[src/hdl/gmps_pkg.sv]
package gmps_pkg;

  localparam logic [15:0] GAP_THRESHOLD_RST = 16'd3000;
  localparam logic [6:0]  CREEP_END_RST     = 7'd25;
  localparam logic [6:0]  REVERSE_END_RST   = 7'd110;
  localparam logic [6:0]  PAUSE_END_RST     = 7'd120;

  localparam logic signed [1:0] SPEED_FWD  = 2'sb01;
  localparam logic signed [1:0] SPEED_STOP = 2'sb00;
  localparam logic signed [1:0] SPEED_REV  = 2'sb11;
  localparam logic [4:0] STEER_STRAIGHT = 5'd0;
  localparam logic [4:0] STEER_RIGHT    = 5'd25;

  typedef enum logic [1:0] {
    CFG_GAP_THRESHOLD = 2'd0,
    CFG_CREEP_END     = 2'd1,
    CFG_REVERSE_END   = 2'd2,
    CFG_PAUSE_END     = 2'd3
  } cfg_idx_t;

  typedef enum logic [1:0] {
    MP_FIRST  = 2'd0,
    MP_TRACK  = 2'd1,
    MP_IN_GAP = 2'd2
  } meas_phase_t;

  typedef struct packed {
    logic signed [15:0] rear_side_distance;
    logic signed [15:0] front_ultrasonic_distance;
    logic [31:0]        odometer_mm;
  } in_item_t;

  typedef struct packed {
    logic signed [1:0] speed_cmd;
    logic [4:0]        steer_cmd;
    logic              gap_valid;
    logic [31:0]       gap_length;
    logic              park_done;
  } out_item_t;

endpackage

[src/hdl/gap_measure_park_sequencer.sv]
// Channel  Direction  Handshake           Payload
// in_      input      in_valid/in_ready   gmps_pkg::in_item_t
// out_     output     out_valid/out_ready gmps_pkg::out_item_t
// cfg_     input      cfg_we              cfg_index, cfg_data
//
// One item per cycle while in_ready is high; each result is registered in the
// output or skid register. The step is one compare chain and a 32-bit subtract.
// A two-entry output buffer (output register plus skid register) lets an item
// be taken while a result waits; in_ready drops only when both are full.
// rst_n is synchronous and active low; it restores the register defaults.
module gap_measure_park_sequencer (
  input  logic                clk,
  input  logic                rst_n,
  input  logic                in_valid,
  output logic                in_ready,
  input  gmps_pkg::in_item_t  in_data,
  output logic                out_valid,
  input  logic                out_ready,
  output gmps_pkg::out_item_t out_data,
  input  logic                cfg_we,
  input  logic [1:0]          cfg_index,
  input  logic [15:0]         cfg_data
);
  import gmps_pkg::*;

  logic [15:0] gap_threshold_r;
  logic [6:0]  creep_end_r, reverse_end_r, pause_end_r;

  meas_phase_t        meas_phase_r, meas_phase_nxt;
  logic signed [15:0] prev_dist_r;
  logic [31:0]        gap_start_r, gap_start_nxt;
  logic [6:0]         move_count_r, move_count_nxt;
  logic               finished_r, finished_nxt;

  out_item_t out_q_r, skid_q_r;
  logic      out_valid_r, skid_valid_r;

  logic      push, pop;
  out_item_t res;

  // Sequencer chain signals.
  logic [6:0]        c1, c2, c3;
  logic signed [1:0] seq_speed;
  logic [4:0]        seq_steer;
  logic              done_now;
  logic [31:0]       glen;
  logic              gap_end;

  assign push      = in_valid && in_ready;
  assign pop       = out_valid_r && out_ready;
  assign in_ready  = !skid_valid_r;
  assign out_valid = out_valid_r;
  assign out_data  = out_q_r;

  always_ff @(posedge clk) begin
    if (!rst_n) begin
      gap_threshold_r <= GAP_THRESHOLD_RST;
      creep_end_r     <= CREEP_END_RST;
      reverse_end_r   <= REVERSE_END_RST;
      pause_end_r     <= PAUSE_END_RST;
    end else if (cfg_we) begin
      unique case (cfg_idx_t'(cfg_index))
        CFG_GAP_THRESHOLD: gap_threshold_r <= cfg_data;
        CFG_CREEP_END:     creep_end_r     <= cfg_data[6:0];
        CFG_REVERSE_END:   reverse_end_r   <= cfg_data[6:0];
        CFG_PAUSE_END:     pause_end_r     <= cfg_data[6:0];
        default: ;
      endcase
    end
  end

  // Each phase test sees the counter left by the one before it, so a
  // boundary reached in one phase lets the next phase run on the same item.
  always_comb begin
    seq_speed = SPEED_FWD;
    seq_steer = STEER_STRAIGHT;
    c1 = move_count_r;
    if (move_count_r >= 7'd1 && move_count_r < creep_end_r) begin
      c1 = move_count_r + 7'd1;
    end
    c2 = c1;
    if (c1 >= creep_end_r && c1 < reverse_end_r) begin
      seq_speed = SPEED_REV;
      seq_steer = STEER_RIGHT;
      c2 = c1 + 7'd1;
    end
    c3 = c2;
    if (c2 >= reverse_end_r && c2 < pause_end_r) begin
      seq_speed = SPEED_STOP;
      seq_steer = STEER_STRAIGHT;
      c3 = c2 + 7'd1;
    end
    done_now = 1'b0;
    if (c3 >= pause_end_r) begin
      if (in_data.front_ultrasonic_distance < 0) begin
        seq_speed = SPEED_REV;
        seq_steer = STEER_STRAIGHT;
      end else begin
        done_now = 1'b1;
      end
    end
  end

  assign glen    = in_data.odometer_mm - gap_start_r;
  assign gap_end = (meas_phase_r == MP_IN_GAP) && (prev_dist_r < 0) &&
                   (in_data.rear_side_distance > 0);

  // Detector next state; it does not run on the done item or after it.
  always_comb begin
    meas_phase_nxt = meas_phase_r;
    gap_start_nxt  = gap_start_r;
    move_count_nxt = move_count_r;
    finished_nxt   = finished_r;
    if (!finished_r) begin
      move_count_nxt = c3;
      if (done_now) begin
        finished_nxt = 1'b1;
      end else begin
        unique case (meas_phase_r)
          MP_TRACK: begin
            if (prev_dist_r > 0 && in_data.rear_side_distance < 0) begin
              meas_phase_nxt = MP_IN_GAP;
              gap_start_nxt  = in_data.odometer_mm;
            end
          end
          MP_IN_GAP: begin
            if (gap_end) begin
              meas_phase_nxt = MP_TRACK;
              if (c3 == 7'd0 && glen > {16'd0, gap_threshold_r}) begin
                move_count_nxt = 7'd1;
              end
            end
          end
          default: meas_phase_nxt = MP_TRACK;
        endcase
      end
    end
  end

  // Result of the item being accepted.
  always_comb begin
    res.speed_cmd  = SPEED_STOP;
    res.steer_cmd  = STEER_STRAIGHT;
    res.gap_valid  = 1'b0;
    res.gap_length = 32'd0;
    res.park_done  = 1'b1;
    if (!finished_r && !done_now) begin
      res.speed_cmd = seq_speed;
      res.steer_cmd = seq_steer;
      res.park_done = 1'b0;
      if (gap_end) begin
        res.gap_valid  = 1'b1;
        res.gap_length = glen;
      end
    end
  end

  always_ff @(posedge clk) begin
    if (!rst_n) begin
      meas_phase_r <= MP_FIRST;
      prev_dist_r  <= 16'sd0;
      gap_start_r  <= 32'd0;
      move_count_r <= 7'd0;
      finished_r   <= 1'b0;
    end else if (push) begin
      meas_phase_r <= meas_phase_nxt;
      gap_start_r  <= gap_start_nxt;
      move_count_r <= move_count_nxt;
      finished_r   <= finished_nxt;
      if (!finished_r && !done_now) begin
        prev_dist_r <= in_data.rear_side_distance;
      end
    end
  end

  always_ff @(posedge clk) begin
    if (!rst_n) begin
      out_valid_r  <= 1'b0;
      skid_valid_r <= 1'b0;
    end else if (pop) begin
      if (skid_valid_r) begin
        out_q_r      <= skid_q_r;
        skid_valid_r <= push;
        if (push) begin
          skid_q_r <= res;
        end
      end else begin
        out_valid_r <= push;
        if (push) begin
          out_q_r <= res;
        end
      end
    end else if (push) begin
      if (!out_valid_r) begin
        out_q_r     <= res;
        out_valid_r <= 1'b1;
      end else begin
        skid_q_r     <= res;
        skid_valid_r <= 1'b1;
      end
    end
  end

  a_skid_behind_out: assert property (@(posedge clk) disable iff (!rst_n)
    skid_valid_r |-> out_valid_r)
    else $error("skid register holds an item while the output register is empty");

  a_done_sticky: assert property (@(posedge clk) disable iff (!rst_n)
    finished_r |=> finished_r)
    else $error("park done flag cleared without reset");

  a_frozen_after_done: assert property (@(posedge clk) disable iff (!rst_n)
    (push && finished_r) |=> ($stable(meas_phase_r) && $stable(move_count_r) &&
                              $stable(gap_start_r)))
    else $error("state changed on an item after parking finished");

endmodule
[config.mk]
export PLATFORM = sky130hd
export DESIGN_NAME = gap_measure_park_sequencer
export DESIGN_NICKNAME = d
export VERILOG_FILES = /design/src/hdl/gmps_pkg.sv /design/src/hdl/gap_measure_park_sequencer.sv
export SDC_FILE = /design/constraint.sdc
export NUM_CORES = 1
export LEC_CHECK = 0
export ABC_AREA = 1
export BUFFER_PORTS_ARGS = -buffer_cell sky130_fd_sc_hd__buf_2
export CAP_MARGIN = 20
export CORE_ASPECT_RATIO = 1.5
export CORE_MARGIN = 10
export CORE_UTILIZATION = 38
export DETAILED_ROUTE_END_ITERATION = 16
export MAX_ROUTING_LAYER = met4
export SLEW_MARGIN = 30
export SYNTH_ARGS = -nofsm -noshare
export SYNTH_HDL_FRONTEND = slang
export SYNTH_SLANG_ARGS = --single-unit
[constraint.sdc]
create_clock -name clk -period 7.2 [get_ports clk]
set_clock_uncertainty 0.2 [all_clocks]
set_input_delay 0.36 -clock clk [delete_from_list [all_inputs] [get_ports clk]]
set_output_delay 0.36 -clock clk [all_outputs]
set_load 0.01 [all_outputs]
## Word level (Yosys, flattened, before mapping)

Index checks and enable logic that the tools add are counted.

- Word-level logic and storage cells: 120
- Input bits: 87
- Flip-flop bits (word level): 179

- Add/subtract/negate cells: 4
- Equal/unequal tests: 10
- Magnitude comparators: 13
- Bitwise logic cells: 2
- Multiplexer cells: 40
- Reduce and logical (&&, ||, !) cells: 30

Operator list:

| operator | number |
|---|---|
| 41-bit two-way mux | 10 |
| 7-bit two-way mux | 7 |
| 16-bit by 1-bit less-than comparator with 1-bit output, second input constant | 3 |
| 33-bit two-way mux | 1 |
| 16-bit by 1-bit greater-than comparator with 1-bit output, second input constant | 2 |
| 32-bit by 16-bit greater-than comparator with 1-bit output | 1 |
| 32-bit subtractor | 1 |
| 7-bit by 1-bit adder with 7-bit output, second input constant | 3 |
| 7-bit >= comparator | 3 |
| 7-bit less-than comparator | 3 |
| 5-bit two-way mux | 4 |
| 2-bit AND reduction | 8 |
| 2-bit two-way mux | 6 |
| 1-bit two-way mux | 11 |
| 1-bit logical AND | 10 |
| 5-bit AND reduction | 2 |
| 2-bit inequality test, second input constant | 4 |
| 4-bit AND reduction | 2 |
| 7-bit by 1-bit >= comparator with 1-bit output, second input constant | 1 |
| 7-bit zero test | 1 |
| 2-bit == test, second input constant | 3 |
| 2-bit nonzero test | 3 |
| 2-bit by 1-bit == test with 1-bit output, second input constant | 2 |
| 2-bit one-hot mux with 2 select lines | 1 |
| other kinds (4) | 7 |

## Longest topological paths before layout

Gate-level depths: netlist (run 1).

- Word-level depth: 17
- Gate-level depth with buffers: 56
- Depth with buffers taken out: 55

## Worst setup path after synthesis (run 1)

No wires, ideal clock.

- Path type: register -> register
- From: register move_count_r[4]
- To: register gap_start_r[22]
- Setup time: 0.128 ns
- Data required time: 6.872 ns
- Stages on the path, launching flop included: 52
- Path slack: 0.849 ns
- Arrival time: 6.023 ns
- Buffers on the path: 1
- Cells stage by stage: dfxtp_1 > ha_1 > nand2_1 > nand2_1 > a21oi_1 > nand3_4 > inv_1 > nand2_1 > nand2_1 > inv_1 > ha_1 > nand2_1 > nor2_1 > nand4_1 > o2111ai_1 > nand2_1 > inv_1 > nand3_1 > [16 not listed] > inv_1 > ha_1 > a21boi_1 > o21a_1 > o21a_1 > o21ai_1 > nand2_1 > a21oi_1 > o21bai_1 > nand2_1 > inv_2 > nor2_4 > nand3_1 > nor2_2 > inv_2 > clkbuf_1 > o21ai_0 > a21oi_1

- Cells in the longest elaborated chain, start to end: 13
- Elaborated cells on any way between the ends: 19

Ends and longest elaborated chain:

| item | RTL line | source |
|---|---|---|
| from (decl) | gap_measure_park_sequencer.sv:32 | `logic [6:0] move_count_r, move_count_nxt;` |
| from (signal assigned) | gap_measure_park_sequencer.sv:168 | `move_count_r <= move_count_nxt;` |
| 7-bit by 1-bit >= comparator with 1-bit output / 7-bit less-than comparator (equally long branches) | gap_measure_park_sequencer.sv:78 | `if (move_count_r >= 7'd1 && move_count_r < creep_end_r) begin` |
| 1-bit logical AND | gap_measure_park_sequencer.sv:78 |  |
| 7-bit two-way mux * | gap_measure_park_sequencer.sv:78 |  |
| 7-bit >= comparator / 7-bit less-than comparator (equally long branches) | gap_measure_park_sequencer.sv:82 | `if (c1 >= creep_end_r && c1 < reverse_end_r) begin` |
| 1-bit logical AND | gap_measure_park_sequencer.sv:82 |  |
| 7-bit two-way mux * | gap_measure_park_sequencer.sv:82 |  |
| 7-bit >= comparator / 7-bit less-than comparator (equally long branches) | gap_measure_park_sequencer.sv:88 | `if (c2 >= reverse_end_r && c2 < pause_end_r) begin` |
| 1-bit logical AND | gap_measure_park_sequencer.sv:88 |  |
| 7-bit two-way mux * | gap_measure_park_sequencer.sv:88 |  |
| 7-bit >= comparator * | gap_measure_park_sequencer.sv:94 | `if (c3 >= pause_end_r) begin` |
| 1-bit two-way mux * | gap_measure_park_sequencer.sv:94 |  |
| 1-bit NOT (no source line) * | n/a |  |
| 5-bit AND reduction (no source line) * | n/a |  |
| to (signal assigned) | gap_measure_park_sequencer.sv:167 | `gap_start_r <= gap_start_nxt;` |
| to (decl) | gap_measure_park_sequencer.sv:31 | `logic [31:0] gap_start_r, gap_start_nxt;` |

Every way passes the cells marked *; elsewhere a longest branch is shown, timed or not.
A chain may end at the register's enable or synchronous reset.

==> summary.txt, run 1 <==
commonest non-fill, non-tap cell in the layout - nand2_1
Worst Hold Class - input port to register
Syn. warnings - 0
WHS Endpoint - gap_start_r[10]$_SDFFE_PN0P_
synthesis-stage register bit count - 171
max frequency - 149.2 MHz
number of cells on the worst reg-to-reg path - 52
CP max stage delay - 0.32 ns
global-route wire length before repair - 47300 µm
Post-DP HPWL - 23540 µm
Mapped Cells - 1362
RR Endpoint - out_data[6]$_DFFE_PP_
# port buffers - 112
DRC - 0
Chip Width - 154.8 µm
Worst setup SP type - register
H-Tree Depth - 4
ys async rst share - 0
LEAKAGE - 5.879 nW
worst r2r src - creep_end_r[6]$_SDFFE_PN0P_
Slew Limit Fails - 0
final hold vios - 0
antenna-violating nets left - 0
most frequent cells in the layout - nand2_1, inv_1, nor2_1
Final Util - 0.4696
Setup crit end kind - register
net switching fraction of the power - 0.4756
total track usage - 0.1775
Hold Crit Depth - 3
gr ovfl total - 0
slowest cell on the critical path - dfxtp_1
fin crit period - 6.701 ns
Tot Pwr - 6.117 mW
Post-synth EDFFs - 74
status - completed
CTS tree - yes
Net Sw Power - 2.910 mW
Die H - 222.2 µm
cell repeated most along the worst path - nand2_1
Main synth FF type - dfxtp_1
Iteration-0 DRC Markers - 405
Slew HR - 0.3612
pwr dens - 481.8 nW/µm²
DRT Pass-1 Iters - 7
io pins - 130
number of global-route vias before repair - 9417
vias - 9418
hold path start - in_data[10]
Arr. time, crit path - 6.81 ns
flop-to-flop setup slack - 0.50 ns
Syn Area/Cell - 7.606 µm²
Routed WL - 29730 µm
nets - 1733
synthesis-to-finish area growth - 22.55%
Setup TNS - 0 ns
clock network power share - 0.142
max cap viols - 0
CTS Buf Count - 17
Placer Congestion - 0.8996
Initial Util - 0.3832
initial antenna violation count - 1
Final Cycle Share - 0.9307
endpoints failing setup - 0
final instance area - 12700 µm²
CTS max path bufs - 2
Rows - 74
Worst IR Drop VDD - 320.8 µV
vias per inst - 4.928
Root Buffer - clkbuf_16
slew at the pin with the worst max-slew slack - 0.9509 ns
die area - 34400 µm²
Cell variety after synth - 44
Worst Path Max Fanout - 12
Seq/Total Area, Yosys - 0.4019
Routed WL per cell - 15.56 µm
# clock sinks - 171
Internal - 3.208 mW
Worst-path clk slew - 0.07 ns
critical path class - register to register
CP required - 7.31 ns
CORE AREA - 27040 µm²
Sequential Power Share - 0.207
Logic pwr share - 0.651
clock latency at the later pin of the worst-skew pair - 0.45 ns
Syn Std Cell Area - 10360 µm²
largest net degree at the start of global routing - 85
layout cells sized above 1 - 0.1671
Post-DP Area - 11630 µm²
power by group through the flow:
stage	registers [mW]	clock network (mW)	logic, mW
CTS	1.27	0.897	3.86
finish	1.27	0.870	3.98
global placement	1.29	0	3.76
floorplan	1.29	0	2.58
detailed placement	1.29	0	3.82
global route	1.28	0.924	4.51
per-layer routing:
layer | routed length [µm] | up-vias | global-route usage
li1 | - | 4873 | -
met2 | 15800 | 169 | 0.3177
met3 | 767 | 69 | 0.02533
met1 | 11720 | 4307 | 0.1794
met5 | 0 | - | -
met4 | 1449 | 0 | 0.1033
synth_stat cells, types with 3 or more instances:
master,number,area [µm²]
a21o_1,3,22.52
nor2_2,5,31.28
ha_1,90,1126
nand4_1,19,118.9
nand3_1,43,215.2
a31oi_1,3,18.77
buf_4,4,30.03
inv_2,8,30.03
a211oi_1,4,30.03
nor4_1,6,37.54
o21a_1,3,22.52
clkbuf_1,28,105.1
nand2_2,13,81.33
dfxtp_1,97,1942
o21ai_1,3,15.01
xnor2_1,4,35.03
nor2_1,149,559.3
edfxtp_1,74,2222
a21boi_0,4,30.03
inv_1,183,686.9
xor2_1,29,254.0
nor3_1,17,85.08
nand2_1,294,1104
o21ai_0,116,580.6
o211ai_1,15,112.6
nand2_4,3,33.78
nor2_4,4,45.04
nand3b_1,4,30.03
a21oi_1,119,595.6
critical path, delay by kind of cell, from the launching register on:
| family | cells | cell delay, ns |
|---|---|---|
| AND/OR/NAND/NOR | 22 | 2.00 |
| AO/OA/AOI/OAI | 12 | 1.55 |
| buffers and inverters | 14 | 1.36 |
| adder cells (fa/ha/maj) | 4 | 1.13 |
| flip-flops | 1 | 0.32 |
sequential cells by signal (all words and copies together), names as in the netlist:
register,flops
reverse_end_r,7
skid_q_r,37
move_count_r,7
gap_threshold_r,16
skid_valid_r,1
out_valid,1
pause_end_r,7
gap_start_r,32
creep_end_r,7
out_data,37
meas_phase_r,2
prev_dist_r,16
finished_r,1
cell families after synthesis:
| logic type | count (synthesis) | share of synthesized area |
|---|---|---|
| simple gates | 559 | 0.2286 |
| compound gates | 280 | 0.1467 |
| buf+inv | 227 | 0.08382 |
| flops | 171 | 0.4019 |
| fa+ha+maj | 91 | 0.1106 |
| xor+xnor | 33 | 0.02790 |
| other cells | 1 | 0.0003620 |
stage by stage:
step / cells / setup WS (ns) / hold slack, ns
after floorplan: 1363 / 0.8487 / 0.2331
after global placement: 1834 / 0.3345 / 0.2438
after detailed placement: 1834 / 0.1907 / 0.2518
after CTS: 1906 / 0.1632 / 0.0005743
after global routing: 1911 / -0.02676 / 0.02249
final: 1911 / 0.4990 / 0.02414
worst max path at each step:
stage / end / slack (ns) / cells past startpoint / startpoint
2_1_floorplan: gap_start_r[22]$_SDFFE_PN0P_ / 0.85 / 51 / move_count_r[4]$_SDFFE_PN0P_
3_3_place_gp: out_data[6]$_DFFE_PP_ / 0.33 / 55 / creep_end_r[6]$_SDFFE_PN0P_
3_5_place_dp: out_data[6]$_DFFE_PP_ / 0.19 / 55 / creep_end_r[6]$_SDFFE_PN0P_
4_1_cts: out_data[6]$_DFFE_PP_ / 0.16 / 55 / creep_end_r[6]$_SDFFE_PN0P_
5_1_grt: out_data[9]$_DFFE_PP_ / -0.03 / 53 / creep_end_r[6]$_SDFFE_PN0P_
6_report: out_data[6]$_DFFE_PP_ / 0.50 / 52 / creep_end_r[6]$_SDFFE_PN0P_
cell type report:
class | instances | area, µm²
Antenna cell | 1 | 2.502
Timing Repair Buffer | 208 | 1398
Clock inverter | 12 | 90.09
Tap cell | 342 | 427.9
Fill cell | 2772 | 14340
Sequential cell | 171 | 4164
Multi-Input combinational cell | 965 | 5433
Inverter | 192 | 723.2
Clock buffer | 20 | 457.9
what timing repair did:
| action | 4_1_cts | 5_1_grt |
|---|---|---|
| hold endpoints to repair | 40 | 0 |
| hold buffers | 40 | 0 |
| setup buffers | 0 | 4 |
| resized for setup | 0 | 27 |
| endpoints found under the setup margin | 0 | 117 |
Note: power is estimated with default switching activity, not from simulation.
==> run 2, diff against run 1 <==
--- a/config.mk
+++ b/config.mk
@@ -5,7 +5,6 @@
 export SDC_FILE = /design/constraint.sdc
 export NUM_CORES = 1
 export LEC_CHECK = 0
-export ABC_AREA = 1
 export BUFFER_PORTS_ARGS = -buffer_cell sky130_fd_sc_hd__buf_2
 export CAP_MARGIN = 20
 export CORE_ASPECT_RATIO = 1.5
==> run 2 against run 1 <==
Against the previous run:
- the run now ends with negative setup slack left
- hold slack worse by 0.0027 ns
- power is 59% lower
- sequential share of layout area is 2.4 points lower
- clock power is 2% higher
- utilization is 5.9 points higher
- sequential cell count stayed put
- design area is 7.9% higher
- critical path depth is 16 lower
- die area is 2.8% lower
- non-clock buffer count is 66 higher
- fmax is 9.3% lower
- largest power group is now registers
==> summary.txt, run 2 <==
status - finished, violations left (was completed)
failing checks - negative setup slack
Syn. warnings - 0 (unchanged)
synthesis-stage register bit count - 171 (unchanged)
antenna-violating nets left - 0 (unchanged)
number of cells on the worst reg-to-reg path - 36 (was 52)
Die H - 219.0 µm (was 222.2 µm)
worst r2r src - creep_end_r[2]$_SDFFE_PN0P_ (was creep_end_r[6]$_SDFFE_PN0P_)
Arr. time, crit path - 7.51 ns (was 6.81 ns)
vias per inst - 5.222 (was 4.928)
most frequent cell after synthesis - nand2_1 (unchanged)
CORE AREA - 25940 µm² (was 27040 µm²)
ys async rst share - 0 (unchanged)
Placer Congestion - 0.9379 (was 0.8996)
max cap viols - 0 (unchanged)
synthesis-to-finish area growth - 36.61% (was 22.55%)
Initial Util - 0.3866 (was 0.3832)
Final WS setup - -0.1867 ns (was 0.4990 ns)
Slew Limit Fails - 0 (unchanged)
flop-to-flop setup slack - -0.19 ns (was 0.50 ns)
Worst-path clk slew - 0.07 ns (about the same)
Post-synth EDFFs - 74 (unchanged)
H-Tree Depth - 4 (unchanged)
cell family with most CP delay - simple AND/OR/NAND/NOR gates (unchanged)
number of global-route vias before repair - 9092 (was 9417)
Worst IR Drop VDD - 176.8 µV (was 320.8 µV)
layout cells sized above 1 - 0.2899 (was 0.1671)
Root Buffer - clkbuf_16 (unchanged)
# clock sinks - 171 (unchanged)
largest net degree at the start of global routing - 54 (was 85)
CTS Buf Count - 17 (unchanged)
slew at the pin with the worst max-slew slack - 0.9621 ns (was 0.9509 ns)
Cell variety after synth - 69 (was 44)
RR Endpoint - gap_start_r[8]$_SDFFE_PN0P_ (was out_data[6]$_DFFE_PP_)
clock latency at the later pin of the worst-skew pair - 0.45 ns (about the same)
most frequent cells after synthesis - nand2_1, dfxtp_1, inv_1 (was nand2_1, inv_1, nor2_1)
CP required - 7.32 ns (was 7.31 ns)
Rows - 72 (was 74)
gr ovfl total - 0 (unchanged)
Yosys top cell area share - 0.2216 (was 0.2145)
max frequency - 135.4 MHz (was 149.2 MHz)
critical path class - register to register (unchanged)
slowest cell on the critical path - or4_4 (was dfxtp_1)
total track usage - 0.1882 (was 0.1775)
RSZ-0062 raised after global routing - yes
Mapped Cells - 1094 (was 1362)
worst path bufs/invs - 4 (was 14)
Slew HR - 0.3586 (was 0.3612)
most frequent cells in the layout - nand2_1, buf_2, dfxtp_1 (was nand2_1, inv_1, nor2_1)
fin crit period - 7.387 ns (was 6.701 ns)
DRC - 0 (unchanged)
Main synth FF type - dfxtp_1 (unchanged)
final non-filler cell total - 1692 (was 1911)
CP max stage delay - 0.49 ns (was 0.32 ns)
global-route wire length before repair - 48560 µm (was 47300 µm)
Iteration-0 DRC Markers - 427 (was 405)
DRT Pass-1 Iters - 5 (was 7)
Chip Width - 152.7 µm (was 154.8 µm)
Routed WL per cell - 18.35 µm (was 15.56 µm)
nets - 1524 (was 1733)
io pins - 130 (unchanged)
# port buffers - 112 (unchanged)
pwr dens - 182.8 nW/µm² (was 481.8 nW/µm²)
Area contributors post-synth - edfxtp_1, dfxtp_1, ha_1, nand2_1, a21oi_1 (was edfxtp_1, dfxtp_1, ha_1, nand2_1, inv_1)
Post-DP HPWL - 22270 µm (was 23540 µm)
Ant. Diodes - 0 (was 1)
Syn Area/Cell - 9.168 µm² (was 7.606 µm²)
commonest non-fill, non-tap cell in the layout - nand2_1 (unchanged)
Worst setup SP type - register (unchanged)
vias - 8835 (was 9418)
# placed instances - 1577 (was 1834)
Seq/Total Area, Yosys - 0.4152 (was 0.4019)
Hold Crit Depth - 3 (unchanged)
Worst Hold Class - input port to register (unchanged)
CTS max path bufs - 2 (unchanged)
Routed WL - 31060 µm (was 29730 µm)
Worst Path Max Fanout - 8 (was 12)
endpoints failing setup - 78 (was 0)
initial antenna violation count - 0 (was 1)
die area - 33430 µm² (was 34400 µm²)
WHS Endpoint - skid_valid_r$_SDFFE_PN0P_ (was gap_start_r[10]$_SDFFE_PN0P_)
hold path start - in_valid (was in_data[10])
final hold vios - 0 (unchanged)
LEAKAGE - 5.642 nW (was 5.879 nW)
CTS tree - yes (unchanged)
Final Cycle Share - 1.026 (was 0.9307)
Setup crit end kind - register (unchanged)
cell taking the most area after synthesis - edfxtp_1 (unchanged)
Syn Std Cell Area - 10030 µm² (was 10360 µm²)
Final Util - 0.5281 (was 0.4696)
run 2: cell count changes in the layout (fill, tap and decap cells not counted), sizes merged, moves of 23 or more:
cell,change
buf,+46
mux2i,+38
nand3,-31
nor2,-66
nand2,-166
mux2,+23
a21oi,-38
xnor2,+26
inv,-97
o21ai,-80
run 2: routing by layer:
| layer | part of all wire | wire length (µm) | track usage | up-vias |
|---|---|---|---|---|
| li1 | - | - | - | 4360 |
| met1 | 0.38 | 11860 | 0.1888 | 4227 |
| met2 | 0.54 | 16870 | 0.3443 | 185 |
| met3 | 0.034 | 1052 | 0.03523 | 63 |
| met4 | 0.041 | 1264 | 0.09178 | 0 |
| met5 | 0 | 0 | - | - |
run 2: what timing repair did:
action / 4_1_cts / 5_1_grt
resized for setup: 51 / 72
endpoints found under the hold margin: 63 / 0
setup buffers: 16 / 9
endpoints found under the setup margin: 106 / 125
hold buffers: 59 / 0
pin swaps: 26 / 24
gates cloned: 5 / 3
run 2: area by class of cell:
class | instances | area [µm²]
Clock inverter | 15 | 125.1
Tap cell | 333 | 416.7
Inverter | 96 | 370.4
Multi-Input combinational cell | 786 | 6095
Timing Repair Buffer | 274 | 2098
Fill cell | 2394 | 12240
Sequential cell | 171 | 4172
Clock buffer | 17 | 425.4
run 2: kinds of logic (layout without fill, tap and decap cells):
family / count (synthesis) / count (layout) / synth area share
xor gates and xnor gates: 44 / 44 / 0.03842
AOI/OAI and AO/OA: 230 / 230 / 0.1493
buffers and inverters: 138 / 402 / 0.05389
adders and majority gates: 91 / 91 / 0.1143
DFF: 171 / 171 / 0.4152
other: 1 / 2 / 0.0003739
muxes: 61 / 61 / 0.06412
and+or+nand+nor: 358 / 358 / 0.1644
run 2: where the power goes:
| part | leakage (nW) | internal [mW] | switching, mW | total, mW |
|---|---|---|---|---|
| Clock | 0.248 | 0.473 | 0.412 | 0.885 |
| Combinational | 3.85 | 0.245 | 0.314 | 0.559 |
| Sequential | 1.54 | 1.04 | 0.0184 | 1.06 |
| Total | 5.64 | 1.76 | 0.744 | 2.50 |
run 2: metrics by stage:
stage                     hold slack, ns  setup slack (ns)  power (mW)  setup TNS, ns  instance area (µm²)
after detailed placement          0.2486           -0.3236       1.571         -21.12                11720
after global placement            0.2459           -0.2344       1.566         -11.16                11720
after CTS                       0.002560           -0.1270       2.504         -3.916                13390
final                            0.02145           -0.1867       2.505         -9.060                13700
after floorplan                   0.2360           -0.1567       1.392         -6.135                10360
after global routing             0.02157           -0.4991       2.620         -39.57                13700
run 2: how the worst max path moves through the flow:
stage                                            from                            to  cells after the start
final                     creep_end_r[2]$_SDFFE_PN0P_   gap_start_r[8]$_SDFFE_PN0P_                     36
after global routing      creep_end_r[5]$_SDFFE_PN0P_  gap_start_r[29]$_SDFFE_PN0P_                     36
after CTS                 creep_end_r[2]$_SDFFE_PN0P_  gap_start_r[20]$_SDFFE_PN0P_                     38
after detailed placement  creep_end_r[1]$_SDFFE_PN0P_        out_data[25]$_DFFE_PP_                     37
after global placement    creep_end_r[1]$_SDFFE_PN0P_        out_data[12]$_DFFE_PP_                     35
after floorplan           creep_end_r[2]$_SDFFE_PN0P_  gap_start_r[10]$_SDFFE_PN0P_                     38
run 2: tightest hold or removal path: cells and delay by family:
family	cells	cell delay (ns)
and+or+nand+nor	1	0.09
buffers and inverters	1	0.12
AOI/OAI and AO/OA	1	0.07
